### config.mk
export PLATFORM = sky130hd
export DESIGN_NAME = modular_arithmetic_unit
export DESIGN_NICKNAME = d
export VERILOG_FILES = /design/src/rtl/core/mau_pkg.sv /design/src/rtl/core/mau_mulmod.sv /design/src/rtl/core/modular_arithmetic_unit.sv
export SDC_FILE = /design/constraint.sdc
export NUM_CORES = 2
export LEC_CHECK = 0
export BUFFER_PORTS_ARGS = -buffer_cell sky130_fd_sc_hd__buf_2
export CORE_MARGIN = 4
export CORE_UTILIZATION = 65
export DETAILED_ROUTE_END_ITERATION = 16
export GPL_TIMING_DRIVEN = 0
export PLACE_DENSITY = 0.82
export SLEW_MARGIN = 30
export SYNTH_ARGS = -nofsm -noshare
export SYNTH_HDL_FRONTEND = slang
export SYNTH_SLANG_ARGS = --single-unit
### constraint.sdc
create_clock -name clock -period 24.2 [get_ports clock]
set_input_delay 4.84 -clock clock [delete_from_list [all_inputs] [get_ports clock]]
set_output_delay 4.84 -clock clock [all_outputs]
set_load 0.05 [all_outputs]
### src/rtl/core/mau_pkg.sv
// ----------------------------------------------------------------------------
// mau_pkg
// Types and constants shared by the modular arithmetic unit.
// ----------------------------------------------------------------------------
package mau_pkg;

   localparam int unsigned VW = 31;
   localparam int unsigned EW = 64;
   localparam int unsigned KW = 3;
   localparam int unsigned PW = 2 * VW;
   localparam logic [VW-1:0] MOD_RESET = 31'd1000000007;

   localparam logic [KW-1:0] K_ADD = 3'd0;
   localparam logic [KW-1:0] K_SUB = 3'd1;
   localparam logic [KW-1:0] K_MUL = 3'd2;
   localparam logic [KW-1:0] K_NEG = 3'd3;
   localparam logic [KW-1:0] K_POW = 3'd4;
   localparam logic [KW-1:0] K_INV = 3'd5;
   localparam logic [KW-1:0] K_DIV = 3'd6;
   localparam logic [KW-1:0] K_EQ  = 3'd7;

   typedef struct packed {
      logic [KW-1:0] kind;
      logic [VW-1:0] operand_a;
      logic [VW-1:0] operand_b;
      logic [EW-1:0] exponent;
   } mau_req_type;

   typedef struct packed {
      logic [VW-1:0] result;
      logic          equal;
   } mau_rsp_type;

endpackage

### src/rtl/core/mau_mulmod.sv
// ----------------------------------------------------------------------------
// mau_mulmod
// Shared modular multiplier: forms the 62-bit product, then a 2-bit-per-cycle
// shift/subtract reduction of that product.
// ----------------------------------------------------------------------------
module mau_mulmod (
   input  logic                  clock,
   input  logic                  reset,
   input  logic                  go,
   input  logic [mau_pkg::VW-1:0] x,
   input  logic [mau_pkg::VW-1:0] y,
   input  logic [mau_pkg::VW-1:0] m,
   output logic                  done,
   output logic [mau_pkg::VW-1:0] r
);
   import mau_pkg::*;

   logic          run_ff, run_in;
   logic          done_ff, done_in;
   logic [4:0]    cnt_ff, cnt_in;
   logic [PW-1:0] prod_ff, prod_in;
   logic [VW-1:0] r_ff, r_in;
   logic [VW:0]   t1, t2, mx;
   logic [VW-1:0] u1;

   always_comb begin
      mx = {1'b0, m};
      t1 = {r_ff, prod_ff[PW-1]};
      if (t1 >= mx) begin
         t1 = t1 - mx;
      end
      u1 = t1[VW-1:0];
      t2 = {u1, prod_ff[PW-2]};
      if (t2 >= mx) begin
         t2 = t2 - mx;
      end
   end

   always_comb begin
      run_in  = run_ff;
      done_in = 1'b0;
      cnt_in  = cnt_ff;
      prod_in = prod_ff;
      r_in    = r_ff;
      if (go) begin
         prod_in = PW'(x) * PW'(y);
         r_in    = '0;
         cnt_in  = '0;
         run_in  = 1'b1;
      end else if (run_ff) begin
         prod_in = {prod_ff[PW-3:0], 2'b00};
         r_in    = t2[VW-1:0];
         cnt_in  = cnt_ff + 5'd1;
         if (cnt_ff == 5'd30) begin
            run_in  = 1'b0;
            done_in = 1'b1;
         end
      end
   end

   always_ff @(posedge clock) begin
      if (reset) begin
         run_ff  <= 1'b0;
         done_ff <= 1'b0;
         cnt_ff  <= '0;
      end else begin
         run_ff  <= run_in;
         done_ff <= done_in;
         cnt_ff  <= cnt_in;
      end
      prod_ff <= prod_in;
      r_ff    <= r_in;
   end

   assign done = done_ff;
   assign r    = r_ff;

endmodule

### src/rtl/core/modular_arithmetic_unit.sv
// ----------------------------------------------------------------------------
// modular_arithmetic_unit
// Modular add/sub/mul/neg/pow/inverse/divide/equality over a set modulus.
// ----------------------------------------------------------------------------
// Usage:
//   A transaction is taken when start is high and busy is low; req_data holds
//   kind, operands and exponent. Exactly one result per transaction appears
//   on rsp_data for one cycle with rsp_valid high; it cannot be held off.
//   csr_we writes the modulus (reset value 1000000007); the user must write it
//   only while idle; the block itself does not enforce this.
//   Each modular multiply runs on the shared mulmod unit (a product step
//   plus 2-bit reduction steps). Both operands are first reduced by it
//   (2 multiplies). add/sub/neg/eq then finish directly, mul takes one more
//   multiply, pow squares once per exponent bit up to its top set bit and
//   multiplies once more per set bit, inv does the same with exponent
//   modulus-2, and div that plus one more multiply.
//   One transaction at a time; busy stays high until the result strobe.
// Reset:
//   Synchronous active-high reset returns to idle and restores the modulus.
// ----------------------------------------------------------------------------
module modular_arithmetic_unit (
   input  logic                   clock,
   input  logic                   reset,
   input  logic                   start,
   output logic                   busy,
   input  mau_pkg::mau_req_type   req_data,
   output logic                   rsp_valid,
   output mau_pkg::mau_rsp_type   rsp_data,
   input  logic                   csr_we,
   input  logic [mau_pkg::VW-1:0] csr_wdata
);
   import mau_pkg::*;

   localparam logic [3:0] S_IDLE = 4'd0;
   localparam logic [3:0] S_RA   = 4'd1;
   localparam logic [3:0] S_RB   = 4'd2;
   localparam logic [3:0] S_OP   = 4'd3;
   localparam logic [3:0] S_PL   = 4'd4;
   localparam logic [3:0] S_PY   = 4'd5;
   localparam logic [3:0] S_PX   = 4'd6;
   localparam logic [3:0] S_MM   = 4'd7;

   logic [3:0]    state_ff, state_in;
   logic [VW-1:0] mod_ff, mod_in;
   logic [KW-1:0] kind_ff, kind_in;
   logic [VW-1:0] a_ff, a_in, b_ff, b_in, x_ff, x_in, y_ff, y_in;
   logic [EW-1:0] k_ff, k_in;
   logic [VW-1:0] mx_ff, mx_in, my_ff, my_in;
   logic          go_ff, go_in;
   logic          vld_ff, vld_in;
   mau_rsp_type   rsp_ff, rsp_in;

   logic [VW-1:0] meff, one, mm_r;
   logic [VW:0]   sum, dif;
   logic [EW-1:0] kinv;
   logic          mm_done;

   mau_mulmod u_mulmod (
      .clock (clock),
      .reset (reset),
      .go    (go_ff),
      .x     (mx_ff),
      .y     (my_ff),
      .m     (meff),
      .done  (mm_done),
      .r     (mm_r)
   );

   always_comb begin
      meff = (mod_ff < VW'(2)) ? VW'(1) : mod_ff;
      one  = (meff == VW'(1)) ? '0 : VW'(1);
      kinv = EW'(meff - VW'(1)) - EW'(1);
      if (meff == VW'(1)) begin
         kinv = '0;
      end
      sum = {1'b0, a_ff} + {1'b0, b_ff};
      if (sum >= {1'b0, meff}) begin
         sum = sum - {1'b0, meff};
      end
      if (a_ff >= b_ff) begin
         dif = {1'b0, a_ff} - {1'b0, b_ff};
      end else begin
         dif = {1'b0, a_ff} + {1'b0, meff} - {1'b0, b_ff};
      end
   end

   always_comb begin
      state_in = state_ff;
      mod_in   = mod_ff;
      kind_in  = kind_ff;
      a_in     = a_ff;
      b_in     = b_ff;
      x_in     = x_ff;
      y_in     = y_ff;
      k_in     = k_ff;
      mx_in    = mx_ff;
      my_in    = my_ff;
      go_in    = 1'b0;
      vld_in   = 1'b0;
      rsp_in   = rsp_ff;
      if (csr_we) begin
         mod_in = csr_wdata;
      end
      case (state_ff)
         S_IDLE: begin
            if (start) begin
               kind_in  = req_data.kind;
               b_in     = req_data.operand_b;
               k_in     = req_data.exponent;
               mx_in    = req_data.operand_a;
               my_in    = VW'(1);
               go_in    = 1'b1;
               state_in = S_RA;
            end
         end
         S_RA: begin
            if (mm_done) begin
               a_in     = mm_r;
               mx_in    = b_ff;
               my_in    = VW'(1);
               go_in    = 1'b1;
               state_in = S_RB;
            end
         end
         S_RB: begin
            if (mm_done) begin
               b_in     = mm_r;
               state_in = S_OP;
            end
         end
         S_OP: begin
            y_in = one;
            x_in = a_ff;
            rsp_in.equal  = 1'b0;
            rsp_in.result = '0;
            state_in = S_PL;
            case (kind_ff)
               K_ADD: begin
                  rsp_in.result = sum[VW-1:0];
                  vld_in = 1'b1;
                  state_in = S_IDLE;
               end
               K_SUB: begin
                  rsp_in.result = dif[VW-1:0];
                  vld_in = 1'b1;
                  state_in = S_IDLE;
               end
               K_NEG: begin
                  rsp_in.result = (a_ff != '0) ? (meff - a_ff) : '0;
                  vld_in = 1'b1;
                  state_in = S_IDLE;
               end
               K_EQ: begin
                  rsp_in.equal = (a_ff == b_ff);
                  vld_in = 1'b1;
                  state_in = S_IDLE;
               end
               K_MUL: begin
                  mx_in = a_ff;
                  my_in = b_ff;
                  go_in = 1'b1;
                  state_in = S_MM;
               end
               K_POW: begin
               end
               K_INV: begin
                  k_in = kinv;
               end
               K_DIV: begin
                  k_in = kinv;
                  x_in = b_ff;
               end
               default: begin
                  state_in = S_IDLE;
               end
            endcase
         end
         S_PL: begin
            if (k_ff == '0) begin
               if (kind_ff == K_DIV) begin
                  mx_in = a_ff;
                  my_in = y_ff;
                  go_in = 1'b1;
                  state_in = S_MM;
               end else begin
                  rsp_in.result = y_ff;
                  vld_in = 1'b1;
                  state_in = S_IDLE;
               end
            end else if (k_ff[0]) begin
               mx_in = y_ff;
               my_in = x_ff;
               go_in = 1'b1;
               state_in = S_PY;
            end else begin
               mx_in = x_ff;
               my_in = x_ff;
               go_in = 1'b1;
               state_in = S_PX;
            end
         end
         S_PY: begin
            if (mm_done) begin
               y_in  = mm_r;
               mx_in = x_ff;
               my_in = x_ff;
               go_in = 1'b1;
               state_in = S_PX;
            end
         end
         S_PX: begin
            if (mm_done) begin
               x_in = mm_r;
               k_in = k_ff >> 1;
               state_in = S_PL;
            end
         end
         S_MM: begin
            if (mm_done) begin
               rsp_in.result = mm_r;
               vld_in = 1'b1;
               state_in = S_IDLE;
            end
         end
         default: begin
            state_in = S_IDLE;
         end
      endcase
   end

   always_ff @(posedge clock) begin
      if (reset) begin
         state_ff <= S_IDLE;
         mod_ff   <= MOD_RESET;
         go_ff    <= 1'b0;
         vld_ff   <= 1'b0;
      end else begin
         state_ff <= state_in;
         mod_ff   <= mod_in;
         go_ff    <= go_in;
         vld_ff   <= vld_in;
      end
      kind_ff <= kind_in;
      a_ff    <= a_in;
      b_ff    <= b_in;
      x_ff    <= x_in;
      y_ff    <= y_in;
      k_ff    <= k_in;
      mx_ff   <= mx_in;
      my_ff   <= my_in;
      rsp_ff  <= rsp_in;
   end

   assign busy      = (state_ff != S_IDLE);
   assign rsp_valid = vld_ff;
   assign rsp_data  = rsp_ff;

endmodule
[After elaboration in Yosys (flattened, before gate mapping)]
Index checks and enable logic that the tools add are counted.
Word-level totals
  register bits after elaboration: 422
  logic and storage cells: 153
Cells by class
  bitwise logic cells: 1
  muxes and demuxes: 63
  multiply operators: 1
  $lt $le $gt $ge: 5
  eq/ne operators: 27
  add/subtract/negate cells: 11
  reduce and logical (&&, ||, !) cells: 26
Operator list (count)
  31-bit 2-to-1 mux: 23
  31-bit case mux with 5 select lines: 2
  64-bit 2-to-1 mux: 4
  64-bit case mux with 3 select lines: 1
  31-bit case mux with 2 select lines: 3
  31-bit case mux with 3 select lines: 2
  31-bit subtractor: 6
  62-bit 2-to-1 mux: 2
  32-bit by 31-bit greater-or-equal comparator with 1-bit output: 3
  64-bit zero test: 1
  31-bit by 31-bit multiplier with 62-bit output: 1
  32-bit by 2-bit subtractor with 33-bit output (second input constant): 1
  31-bit by 31-bit adder with 32-bit output: 1
  4-bit case mux with 8 select lines: 1
  31-bit by 1-bit subtractor with 32-bit output (second input constant): 1
  31-bit adder: 1
  31-bit by 1-bit == test with 1-bit output (second input constant): 1
  31-bit == test: 1
  31-bit greater-or-equal comparator: 1
  31-bit by 2-bit < comparator with 1-bit output (second input constant): 1
  31-bit nonzero test: 1
  4-bit 2-to-1 mux: 7
  4-bit by 3-bit == test with 1-bit output (second input constant): 4
  1-bit 2-to-1 mux: 13
  29 further kinds: 52

[Depth between registers and ports, before layout]
  depth in word-level cells: 7
  mapped depth: 34

[Cells and area by module]
From an unflattened synthesis, not the netlist that was laid out.
Unflattened totals
  cell total of the unflattened synthesis: 7374
  area total of the unflattened synthesis: 65671.7 sq um
By module, submodules not included
  mau_mulmod: area each 39329.0 sq um, cells an instance 4415, instances 1, sequential area each 2622.5 sq um
  modular_arithmetic_unit: area each 26342.8 sq um, cells an instance 2959, instances 1, sequential area each 9278.9 sq um

[Worst setup path after synthesis]
No wires, ideal clock.
  path kind: input to register
  start point: in start
  end point: reg k_ff[0] (enable)
  cell stages on the path: 2
  arrival time: 9.395 ns
  setup slack: 14.230 ns
  cell sequence: a21oi_1 > o21ai_0
Between the ends
  word-level cells in the longest chain between the ends: 2
Ends and longest elaborated chain
  start, declared: line modular_arithmetic_unit.sv:24  | input logic start,
  2-bit != test (no source line)
  4-bit AND reduction (no source line)
  end signal, assigned: line modular_arithmetic_unit.sv:248  | k_ff <= k_in;
  end, declared: line modular_arithmetic_unit.sv:47  | logic [EW-1:0] k_ff, k_in;
Every way passes these cells.
A chain may end at the register's enable or synchronous reset.

[Worst setup path in the final report]
  start point: reg mod_ff[13]
  end point: reg u_mulmod.r_ff[23], in the netlist u_mulmod.r[23]
Between the ends
  word-level cells in the longest chain between the ends: 6
  elaborated cells between the ends (all ways): 8
Ends and longest elaborated chain
  start, declared: line modular_arithmetic_unit.sv:44  | logic [VW-1:0] mod_ff, mod_in;
  start signal, assigned: line modular_arithmetic_unit.sv:239  | mod_ff <= mod_in;
  31-bit by 2-bit < comparator with 1-bit output: line modular_arithmetic_unit.sv:70  | meff = (mod_ff < VW'(2)) ? VW'(1) : mod_ff;
  31-bit 2-to-1 mux *: line modular_arithmetic_unit.sv:70
  31-bit subtractor / 32-bit by 31-bit greater-or-equal comparator with 1-bit output (equally long branches): line mau_mulmod.sv:30, mau_mulmod.sv:29
  31-bit 2-to-1 mux: line mau_mulmod.sv:29  | if (t1 >= mx) begin
  31-bit subtractor / 32-bit by 31-bit greater-or-equal comparator with 1-bit output (equally long branches): line mau_mulmod.sv:35, mau_mulmod.sv:34
  31-bit 2-to-1 mux *: line mau_mulmod.sv:34  | if (t2 >= mx) begin
  end signal, assigned: line mau_mulmod.sv:72  | r_ff <= r_in;
  end, declared: line mau_mulmod.sv:22  | logic [VW-1:0] r_ff, r_in;
Every way passes the cells marked *; elsewhere a longest branch is shown, timed or not.

==> results.md <==
* Crit-path max cell delay at 0.78 ns
* Hold-fix buffers, CTS at 0
* Port bufs at 196
* CTS tree: done
* Final Hold Violating Endpoints at 0
* Hold Path Class: reg -> reg
* Largest net degree at the start of global routing at 50
* Top FF cell, synth: edfxtp_1
* First-pass GRT wire length at 358,200 um
* Root Buffer: clkbuf_16
* Syn Nets at 8,708
* Layout Skew at 0.01572 ns
* Seq/Total Area, Yosys at 18.48%
* Top cell by count, worst path: a21oi_1
* Critical Path End Type: register
* Routed len/inst at 27.71 um
* Number of flops mapped to enable cells by yosys at 347
* DRC at 0
* Initial antenna violation count at 18
* Gpl congestion at 1.110
* Detail-routed via count per cell at 6.472
* Via count at 56.90k
* Synth top area cells: fa_1 27%, edfxtp_1 16%, ha_1 9.2%, inv_1 6.1%, and2_1 5.1%
* Area leader, netlist: fa_1
* Die Wd at 322.8 um
* Drt first pass iters at 7
* P&R area growth vs syn at 7.071%
* Hpwl dp at 202,400 um
* Fin crit period at 11.19 ns
* Count of cell types in the netlist at 89
* Flops & latches, synth at 421
* Cell Rows at 115
* CORE AREA at 0.09842 sq mm
* Io pins at 198
* Synth top area share at 27.14%
* Worst EP required at 24.71 ns
* Slew @ Worst Pin at 1.099 ns
* Unrepaired setup endpoints after global routing: no
* Status: complete, no violations
* Commonest cells after routing, fill and taps aside: 1,052 x inv_1, 873 x fa_1, 798 x nand2_1
* Worst path slowest cell: buf_1
* Worst-path clk slew at 0.06 ns
* CTS H-Tree Depth at 2
* Number of global-route vias before repair at 57.76k
* Most common cell after layout, fill and taps aside: inv_1
* Clk sinks at 421
* Total track usage at 46.78%
* Global route total overflow at 0
* Post-synthesis area per instance at 8.951 sq um
* Buffer count from post-CTS setup fixing at 0
* Headroom to the max-slew limit at 26.72%
* Final nets at 8,970
* Startpoint types: register
* Setup TNS at 0 ns
* Starting Density at 65.44%
* Post-Synthesis Cell Area at 0.06441 sq mm
* DRT Wirelength at 243,600 um
* WP data arrival at 11.70 ns
* Crit path max fanout at 10
* Post-route ant nets at 0
* Clk_lat worst skew at 0.61 ns
* CTS max path bufs at 3
* Ratio of cells with drive above 1 in the final layout at 6.167%
* Achievable frequency at 89.39 MHz
* Critical path type: reg -> reg
* Ys async rst share at 0%
* Die area at 0.1042 sq mm
* Die height at 322.8 um
* Layout Cells excl Fill at 8,792
* Num CTS Buffers at 42
* Max cap viols at 0
* Post-Synthesis Cells at 7,195
* Post-CTS Resized at 0
* Placed cell count at 8,700
* Endpoints failing setup at 0
* Crit share post-route at 46.23%
* Drt first-iter violations at 6,706
* Fin. max-slew vios at 0
* Fill cell count at 7,829
* Synth warn at 0
[per-stage QoR]
stage / area, sq um / util [%] / setup WS, ns / hold WS (ns)
floorplan: 64410 / - / 14.23 / 0.4711
global placement: 67000 / 68.07 / 11.54 / 0.4990
detailed placement: 67450 / 68.54 / 13.58 / 0.5175
CTS: 68910 / 70.02 / 13.48 / 0.5257
global route: 68930 / 70.03 / 12.64 / 0.5646
finish: 68960 / 70.07 / 13.01 / 0.5243
[cells by family (layout without fill, tap and decap cells)]
family / Yosys count / after routing / synth area share (%)
compound gates: 1377 / 1377 / 13.76
other cells: 0 / 14 / 0
flops: 421 / 421 / 18.48
mux: 151 / 151 / 2.545
buf+inv: 1490 / 1786 / 8.748
fa+ha+maj: 1349 / 1349 / 36.38
xor+xnor: 295 / 295 / 4.012
simple gates: 2112 / 2112 / 16.08
[synthesized netlist by cell type, types with 11 or more instances]
library cell  count
edfxtp_1        347
inv_1          1053
xnor2_1         211
nand2b_1         43
o31ai_1          22
ha_1            476
o21ai_0         298
nor2_1          323
nor3_1           73
a21oi_1         422
dfxtp_1          74
a311oi_1         11
nor4_1           43
o21a_1           36
a31oi_1          34
a222oi_1         49
and2_1          521
clkbuf_1        410
a211oi_1         46
buf_1            13
a22oi_1          80
mux2_2          102
fa_1            873
o211ai_1         53
or3_1            16
nand3_1          78
o221ai_1         38
or2_2            15
and3_1           66
xor2_1           84
mux2i_1          49
a221oi_1         22
nor2b_1          39
a21o_1          117
nand4_1          43
nand2_1         800
o21bai_1         39
[routing by layer]
layer	track usage, %	routed length, um	vias up
met5	0	54	-
met4	39.58	25980	8
met3	11.73	28520	1106
met2	73.17	108200	4020
met1	54.29	80890	27400
li1	-	-	24360
[area by class of cell]
type | count | area (sq um) | share of cell area [%]
clock buffer | 51 | 1116 | 1.618
clock inverter | 27 | 340.3 | 0.4935
multi-input combinational | 5284 | 46960 | 68.10
buffer | 432 | 1679 | 2.435
inverter | 1058 | 3974 | 5.762
antenna | 14 | 35.03 | 0.05080
sequential | 421 | 11900 | 17.26
tap | 1287 | 1610 | 2.335
timing repair buffer | 218 | 1345 | 1.950
[registers in the layout, summed over array words and instances, names as in the netlist]
register,flops
rsp_data,32
a_ff,31
u_mulmod.r,31
kind_ff,3
state_ff,3
y_ff,31
u_mulmod.cnt_ff,5
k_ff,64
u_mulmod.run_ff,1
rsp_valid,1
u_mulmod.done,1
my_ff,31
u_mulmod.prod_ff,62
go_ff,1
mod_ff,31
b_ff,31
x_ff,31
mx_ff,31
[final timing paths]
kind	startpoint	to	slack, ns	cells past startpoint
max	mod_ff[13]	u_mulmod.r[23]	13.01	32
min	u_mulmod.cnt_ff[1]	u_mulmod.cnt_ff[1]	0.52	2
max reg2reg	mod_ff[13]	u_mulmod.r[23]	13.01	32
min reg2reg	u_mulmod.cnt_ff[1]	u_mulmod.cnt_ff[1]	0.52	2
[critical path: cells and delay by family (launching register included)]
| family | cells | cell delay (ns) |
|---|---|---|
| AOI/OAI and AO/OA | 15 | 4.29 |
| adders and majority gates | 3 | 1.04 |
| buffers and inverters | 8 | 3.39 |
| DFF | 1 | 0.30 |
| muxes | 1 | 0.41 |
| and+or+nand+nor | 5 | 1.62 |
Power is left out: the tool's default activity adds up to more than one toggle a clock period on the data nets, which glitch-free logic cannot reach.
